$ cat config.mk
export PLATFORM = sky130hd
export DESIGN_NAME = mscpg_ctrl
export DESIGN_NICKNAME = d
export VERILOG_FILES = /design/src/rtl/mscpg_pkg.sv /design/src/rtl/mscpg_ctrl.sv
export SDC_FILE = /design/constraint.sdc
export NUM_CORES = 1
export LEC_CHECK = 0
export ABC_AREA = 1
export BUFFER_PORTS_ARGS = -buffer_cell sky130_fd_sc_hd__buf_2
export CORE_ASPECT_RATIO = 2
export CORE_MARGIN = 2
export CORE_UTILIZATION = 40
export CTS_CLUSTER_SIZE = 10
export DETAILED_ROUTE_END_ITERATION = 8
export GPL_TIMING_DRIVEN = 0
export PLACE_DENSITY = 0.66
export SETUP_SLACK_MARGIN = 0.5
export SYNTH_ARGS = -nofsm -noshare
export SYNTH_HDL_FRONTEND = slang
export SYNTH_SLANG_ARGS = --single-unit
$ cat constraint.sdc
create_clock -name clk -period 2.9 [get_ports clk]
set_input_delay 0.145 -clock clk [delete_from_list [all_inputs] [get_ports clk]]
set_output_delay 0.145 -clock clk [all_outputs]
set_load 0.02 [all_outputs]
$ cat src/rtl/mscpg_pkg.sv
// ----------------------------------------------------------------------------
// mscpg_pkg
// Shared types, codes and arithmetic helpers of the cone particle generator.
// ----------------------------------------------------------------------------
package mscpg_pkg;

	localparam int ENTRY_W = 6;
	localparam int CNT_W   = 7;

	localparam logic [2:0] CFG_ISO_RADIUS   = 3'd0;
	localparam logic [2:0] CFG_POLAR_START  = 3'd1;
	localparam logic [2:0] CFG_ROT_START    = 3'd2;
	localparam logic [2:0] CFG_ROT_STOP     = 3'd3;
	localparam logic [2:0] CFG_SHIFT_X      = 3'd4;
	localparam logic [2:0] CFG_SHIFT_Y      = 3'd5;
	localparam logic [2:0] CFG_SHIFT_Z      = 3'd6;
	localparam logic [2:0] CFG_SOURCE_COUNT = 3'd7;

	localparam logic [10:0] KEV_HIGH = 11'd1330;
	localparam logic [10:0] KEV_LOW  = 11'd1170;

	localparam logic signed [33:0] CORDIC_GAIN = 34'sd652032875;

	typedef enum logic [3:0] {
		CMD_NONE,
		CMD_LOAD,
		CMD_CAPTURE,
		CMD_SQ_INIT,
		CMD_SQ_STEP,
		CMD_AZ_INIT,
		CMD_CR_STEP,
		CMD_WYZ,
		CMD_RD,
		CMD_LON_INIT,
		CMD_ROTY,
		CMD_ROTZP,
		CMD_ROTZD,
		CMD_EMIT
	} step_t;

	typedef struct packed {
		step_t              step;
		logic [3:0]         iter;
		logic [ENTRY_W-1:0] k;
		logic               last;
	} cmd_t;

	typedef struct packed {
		logic [CNT_W-1:0] count;
	} stat_t;

	function automatic logic signed [33:0] atan_turn(input logic [3:0] i);
		logic signed [33:0] r;
		unique case (i)
			4'd0:  r = 34'sd536870912;
			4'd1:  r = 34'sd316933406;
			4'd2:  r = 34'sd167458907;
			4'd3:  r = 34'sd85004756;
			4'd4:  r = 34'sd42667330;
			4'd5:  r = 34'sd21354465;
			4'd6:  r = 34'sd10679838;
			4'd7:  r = 34'sd5340245;
			4'd8:  r = 34'sd2670163;
			4'd9:  r = 34'sd1335086;
			4'd10: r = 34'sd667544;
			4'd11: r = 34'sd333772;
			4'd12: r = 34'sd166886;
			4'd13: r = 34'sd83443;
			4'd14: r = 34'sd41722;
			4'd15: r = 34'sd20861;
		endcase
		return r;
	endfunction

	function automatic logic signed [16:0] cordic_out(input logic signed [33:0] v,
		input logic flip);
		logic signed [33:0] r;
		logic signed [16:0] s;
		r = (v + 34'sd16384) >>> 15;
		if (r > 34'sd32768) begin
			s = 17'sd32768;
		end else if (r < -34'sd32768) begin
			s = -17'sd32768;
		end else begin
			s = r[16:0];
		end
		return flip ? -s : s;
	endfunction

	function automatic logic signed [31:0] sat32(input logic signed [37:0] v);
		logic signed [31:0] r;
		if (v > 38'sd2147483647) begin
			r = 32'sh7fffffff;
		end else if (v < -38'sd2147483648) begin
			r = 32'sh80000000;
		end else begin
			r = v[31:0];
		end
		return r;
	endfunction

	function automatic logic signed [15:0] sat16(input logic signed [21:0] v);
		logic signed [15:0] r;
		if (v > 22'sd32767) begin
			r = 16'sh7fff;
		end else if (v < -22'sd32768) begin
			r = 16'sh8000;
		end else begin
			r = v[15:0];
		end
		return r;
	endfunction

endpackage

$ cat src/rtl/mscpg_ctrl.sv
// ----------------------------------------------------------------------------
// mscpg_ctrl
// Sequencer: steps the datapath through sampling and the per-source loop.
// ----------------------------------------------------------------------------
module mscpg_ctrl #(
	parameter int MAX_SOURCES = 64
) (
	input  logic                clk,
	input  logic                arst_n,
	input  logic                start,
	input  logic                op,
	input  mscpg_pkg::stat_t    stat,
	output mscpg_pkg::cmd_t     cmd,
	output logic                busy
);

	typedef enum logic [12:0] {
		ST_IDLE     = 13'b0000000000001,
		ST_SQ_INIT  = 13'b0000000000010,
		ST_SQRT     = 13'b0000000000100,
		ST_AZ_INIT  = 13'b0000000001000,
		ST_AZ       = 13'b0000000010000,
		ST_WYZ      = 13'b0000000100000,
		ST_RD       = 13'b0000001000000,
		ST_LON_INIT = 13'b0000010000000,
		ST_LON      = 13'b0000100000000,
		ST_ROTY     = 13'b0001000000000,
		ST_ROTZP    = 13'b0010000000000,
		ST_ROTZD    = 13'b0100000000000,
		ST_EMIT     = 13'b1000000000000
	} state_t;

	localparam logic [mscpg_pkg::CNT_W-1:0] MAX_CNT = mscpg_pkg::CNT_W'(MAX_SOURCES);

	state_t state_q, state_d;
	logic [3:0] it_q, it_d;
	logic [mscpg_pkg::ENTRY_W-1:0] k_q, k_d;
	logic [mscpg_pkg::CNT_W-1:0] cnt;
	logic is_last;

	assign cnt     = (stat.count > MAX_CNT) ? MAX_CNT : stat.count;
	assign is_last = ({1'b0, k_q} == cnt - 1'b1);
	assign busy    = (state_q != ST_IDLE);

	always_comb begin
		state_d  = state_q;
		it_d     = it_q;
		k_d      = k_q;
		cmd.step = mscpg_pkg::CMD_NONE;
		cmd.iter = it_q;
		cmd.k    = k_q;
		cmd.last = is_last;
		unique case (state_q)
			ST_IDLE: begin
				if (start) begin
					if (!op) begin
						cmd.step = mscpg_pkg::CMD_LOAD;
					end else if (cnt != '0) begin
						cmd.step = mscpg_pkg::CMD_CAPTURE;
						state_d  = ST_SQ_INIT;
					end
				end
			end
			ST_SQ_INIT: begin
				cmd.step = mscpg_pkg::CMD_SQ_INIT;
				it_d     = '0;
				state_d  = ST_SQRT;
			end
			ST_SQRT: begin
				cmd.step = mscpg_pkg::CMD_SQ_STEP;
				it_d     = it_q + 4'd1;
				if (it_q == 4'd15) begin
					state_d = ST_AZ_INIT;
				end
			end
			ST_AZ_INIT: begin
				cmd.step = mscpg_pkg::CMD_AZ_INIT;
				it_d     = '0;
				state_d  = ST_AZ;
			end
			ST_AZ: begin
				cmd.step = mscpg_pkg::CMD_CR_STEP;
				it_d     = it_q + 4'd1;
				if (it_q == 4'd15) begin
					state_d = ST_WYZ;
				end
			end
			ST_WYZ: begin
				cmd.step = mscpg_pkg::CMD_WYZ;
				k_d      = '0;
				state_d  = ST_RD;
			end
			ST_RD: begin
				cmd.step = mscpg_pkg::CMD_RD;
				state_d  = ST_LON_INIT;
			end
			ST_LON_INIT: begin
				cmd.step = mscpg_pkg::CMD_LON_INIT;
				it_d     = '0;
				state_d  = ST_LON;
			end
			ST_LON: begin
				cmd.step = mscpg_pkg::CMD_CR_STEP;
				it_d     = it_q + 4'd1;
				if (it_q == 4'd15) begin
					state_d = ST_ROTY;
				end
			end
			ST_ROTY: begin
				cmd.step = mscpg_pkg::CMD_ROTY;
				state_d  = ST_ROTZP;
			end
			ST_ROTZP: begin
				cmd.step = mscpg_pkg::CMD_ROTZP;
				state_d  = ST_ROTZD;
			end
			ST_ROTZD: begin
				cmd.step = mscpg_pkg::CMD_ROTZD;
				state_d  = ST_EMIT;
			end
			ST_EMIT: begin
				cmd.step = mscpg_pkg::CMD_EMIT;
				if (is_last) begin
					state_d = ST_IDLE;
				end else begin
					k_d     = k_q + 1'b1;
					state_d = ST_RD;
				end
			end
			default: begin
				state_d = ST_IDLE;
			end
		endcase
	end

	always_ff @(posedge clk or negedge arst_n) begin
		if (!arst_n) begin
			state_q <= ST_IDLE;
			it_q    <= '0;
			k_q     <= '0;
		end else begin
			state_q <= state_d;
			it_q    <= it_d;
			k_q     <= k_d;
		end
	end

endmodule

==> Flow_metrics.wiki <==
{| class="wikitable"
! Metric !! Value
|-
| Wirelength, routed || 4140 um
|-
| Final-report setup violation count || 0
|-
| Cell with the biggest individual delay on the critical path || dfrtp_1
|-
| Remaining routing DRC violations || 0
|-
| Highest achievable clock rate || 0.474 GHz
|-
| Fin. max-slew vios || 0
|-
| Vias/cell || 4.93
|-
| Final estimated routing congestion in global placement || between 0.8 and 0.9
|-
| Setup slack after placement || 0.958 ns
|-
| Maximum buffer depth of the clock tree || 2
|-
| Cell area after technology mapping || around 1700 um2
|-
| Sequential cell area fraction in the yosys report || 33.7%
|-
| Endpoint of the most critical register-to-register path || state_q[0]
|-
| Clock tree from TritonCTS || yes
|-
| Clock Sink Count || 23
|-
| Synth async-reset ratio || 100%
|-
| Sequence of cells on the critical path || nor2_1 -> nand2_1 -> nor2_1 -> nand2_1 -> nor2_1 -> nand2_1 -> o2111ai_1 -> buf_2
|-
| CP required || 2.76 ns
|-
| Cell variety after synth || 29
|-
| Number of enable-type register cells in the synthesized netlist || 0
|-
| Count of maximum capacitance violations || 0
|-
| Final global-route overflow total || 0
|-
| Initial core utilization || 41.8%
|-
| Floorplan row count || 33
|-
| Setup repair after global routing missed its margin || false
|-
| Proportion of layout cells with a drive suffix above 1 || 16.8%
|-
| Via count of the first global-routing pass || 1,651
|-
| Max transition margin || about 64%
|-
| Pin slew with the least headroom to its limit || 0.537 ns
|-
| Arrival time reported for the critical path endpoint || 1.97 ns
|-
| Worst-case hold slack || 0.383 ns
|-
| Highest cell delay on the worst timing path || 0.40 ns
|-
| Largest net degree at the start of global routing || 24
|-
| Floorplan die height || 96.4 um
|-
| Clock-pin transition on the worst setup and hold timing paths || 0.08 ns
|-
| DR vias || 1,690
|-
| Category of the critical setup timing path || reg -> out
|-
| Drt first-iter violations || 62
|-
| Area of the die || 4840 um2
|-
| GRT Resource Usage Total || 18.4%
|-
| Buffers added on ports || 26
|-
| Number of failing hold endpoints at the final stage || 0
|-
| Worst-case reg-to-reg path depth || 10
|-
| Area growth from synthesis to layout || 14.6%
|-
| Worst-skew pair later-pin latency || approximately 0.27 ns
|-
| Setup crit end kind || primary output
|-
| Max VDD drop || 483 uV
|-
| Clock period minus worst slack || 2.11 ns
|-
| Inserted Clock Buffers || 3
|-
| I/O pin count || 27
|-
| Register-to-register setup slack || 1.05 ns
|-
| Flops & latches, synth || 23
|-
| Status || complete, no violations
|-
| Synth Area per Inst || 6.57 um2
|-
| Antenna diode count || 0
|-
| Worst clock skew || about 0.0021 ns
|-
| Length of the first detailed-routing pass in iterations || 4
|-
| Net Count, Synth || 275
|-
| Leakage power of the design || 1.15 nW
|-
| Peak fanout along the critical path || 4
|-
| YS warnings || 0
|-
| Total setup buffers inserted after CTS || 0
|-
| Final total negative setup slack || 0 ns
|-
| Most frequent cells in the layout || 73 x nand2_1, 40 x inv_1, 34 x nor2_1, 33 x nand3_1, 26 x buf_2
|-
| Post-layout worst setup margin || 0.789 ns
|-
| Kind of start point of the critical path || flip-flop
|-
| End point of the critical path || cmd[12]
|-
| Hold Crit Class || in -> async
|-
| Final Cycle Share || 72.8%
|-
| Synth Flop Type || dfrtp_1
|-
| Number of antenna violations at the first check in global routing || 0
|-
| Levels on crit path || 8
|-
| Wire length of the first global-routing pass || 6830 um
|-
| Number of H-tree branching levels || 1
|-
| Number of antenna-violating nets in the routed design || 0
|-
| Core Area || between 4000 and 5000 um2
|-
| Width of the die || 50.2 um
|-
| Launch point of the critical path || state_q[11]
|-
| Fin nets || 307
|-
| Instance count of the mapped netlist || 260
|-
| Power density over the cells || 506 nW/um2
|-
| Half-perimeter wire length after placement || 3340 um
|-
| Critical path buffer and inverter count || 1
|-
| Routed WL per cell || 12.1 um
|-
| Commonest non-fill, non-tap cell in the layout || nand2_1
|-
| Beginning of the worst register-to-register path || state_q[0]
|-
| Family with the most delay on the worst path || simple AND/OR/NAND/NOR gates
|-
| CTS root buffer || clkbuf_8
|}
[metal layers]
layer  wire (um)  up-vias  global-route usage, %
li1            -      876                      -
met3         102        7                   1.08
met5           0        -                      0
met2        2450       32                   40.8
met1        1520      775                   16.1
met4          75        0                   6.25
[worst reg2reg max path: cells and delay by family, from the launching register on]
| kind | cells | cell delay, ns |
|---|---|---|
| and+or+nand+nor | 9 | 1.08 |
| DFF | 1 | 0.55 |
| AOI/OAI and AO/OA | 1 | 0.16 |
[synth_stat cells, types with 2 or more instances]
master	count	area (um2)
nand3_1	33	165
ha_1	4	50.1
nor2_1	34	128
o21ai_1	2	10.0
nor2_2	5	31.3
inv_1	40	150
nand2_1	73	274
xnor2_1	4	35.0
nand3b_1	4	30.0
a21oi_2	2	17.5
nor3_1	3	15.0
nand2_2	5	31.3
dfrtp_1	22	551
xor2_1	3	26.3
o21ai_0	12	60.1
[metrics by stage]
stage	cell area [um2]	total power [W]	util [%]	std cells
CTS	1960	0.000996	47.9	343
global route	1960	0.00106	47.9	343
floorplan	1710	0.000675	-	260
finish	1960	0.000992	47.9	343
detailed placement	1900	0.000788	46.6	338
global placement	1900	0.000788	46.6	338
[cell families after synthesis]
group | synth area share, %
flip-flops | 33.7
XOR/XNOR | 3.59
adder cells (fa/ha/maj) | 2.93
AO/OA/AOI/OAI | 7.17
buffers and inverters | 10.1
AND/OR/NAND/NOR | 42.5
[area by class of cell]
cell class                      count  area, um2
Fill cell                         421       2130
Multi-Input combinational cell    194        960
Sequential cell                    23        577
Inverter                           41        154
Timing Repair Buffer               27        140
Tap cell                           52       65.1
Clock buffer                        4       45.0
Buffer                              2       18.8
[where the power goes]
group	switching, W	internal, W
combinational	0.000269	0.000132
clock	0.000107	0.0000983
sequential	0.0000293	0.000356
[flip-flops by register name, summed over array words and instances (netlist names)]
| signal | flops |
|---|---|
| state_q | 13 |
| it_q | 4 |
| k_q | 6 |
[what timing repair did]
action / in CTS / in global routing
resized for setup: 0 / 0
hold buffers: 1 / 0
endpoints found under the hold margin: 22 / 0
setup endpoints to repair: 0 / 0
[how the worst min path moves through the flow]
stage / from / slack (ns) / cells after the start / end
2_1_floorplan: arst_n / -0.15 / 0 / it_q[0]
3_3_place_gp: arst_n / 0.15 / 1 / state_q[11]
3_5_place_dp: arst_n / 0.16 / 1 / state_q[12]
4_1_cts: start / 0.39 / 7 / state_q[5]
5_1_grt: arst_n / 0.45 / 2 / state_q[12]
6_report: arst_n / 0.38 / 2 / state_q[12]
Note: power is estimated with default switching activity, not from simulation.
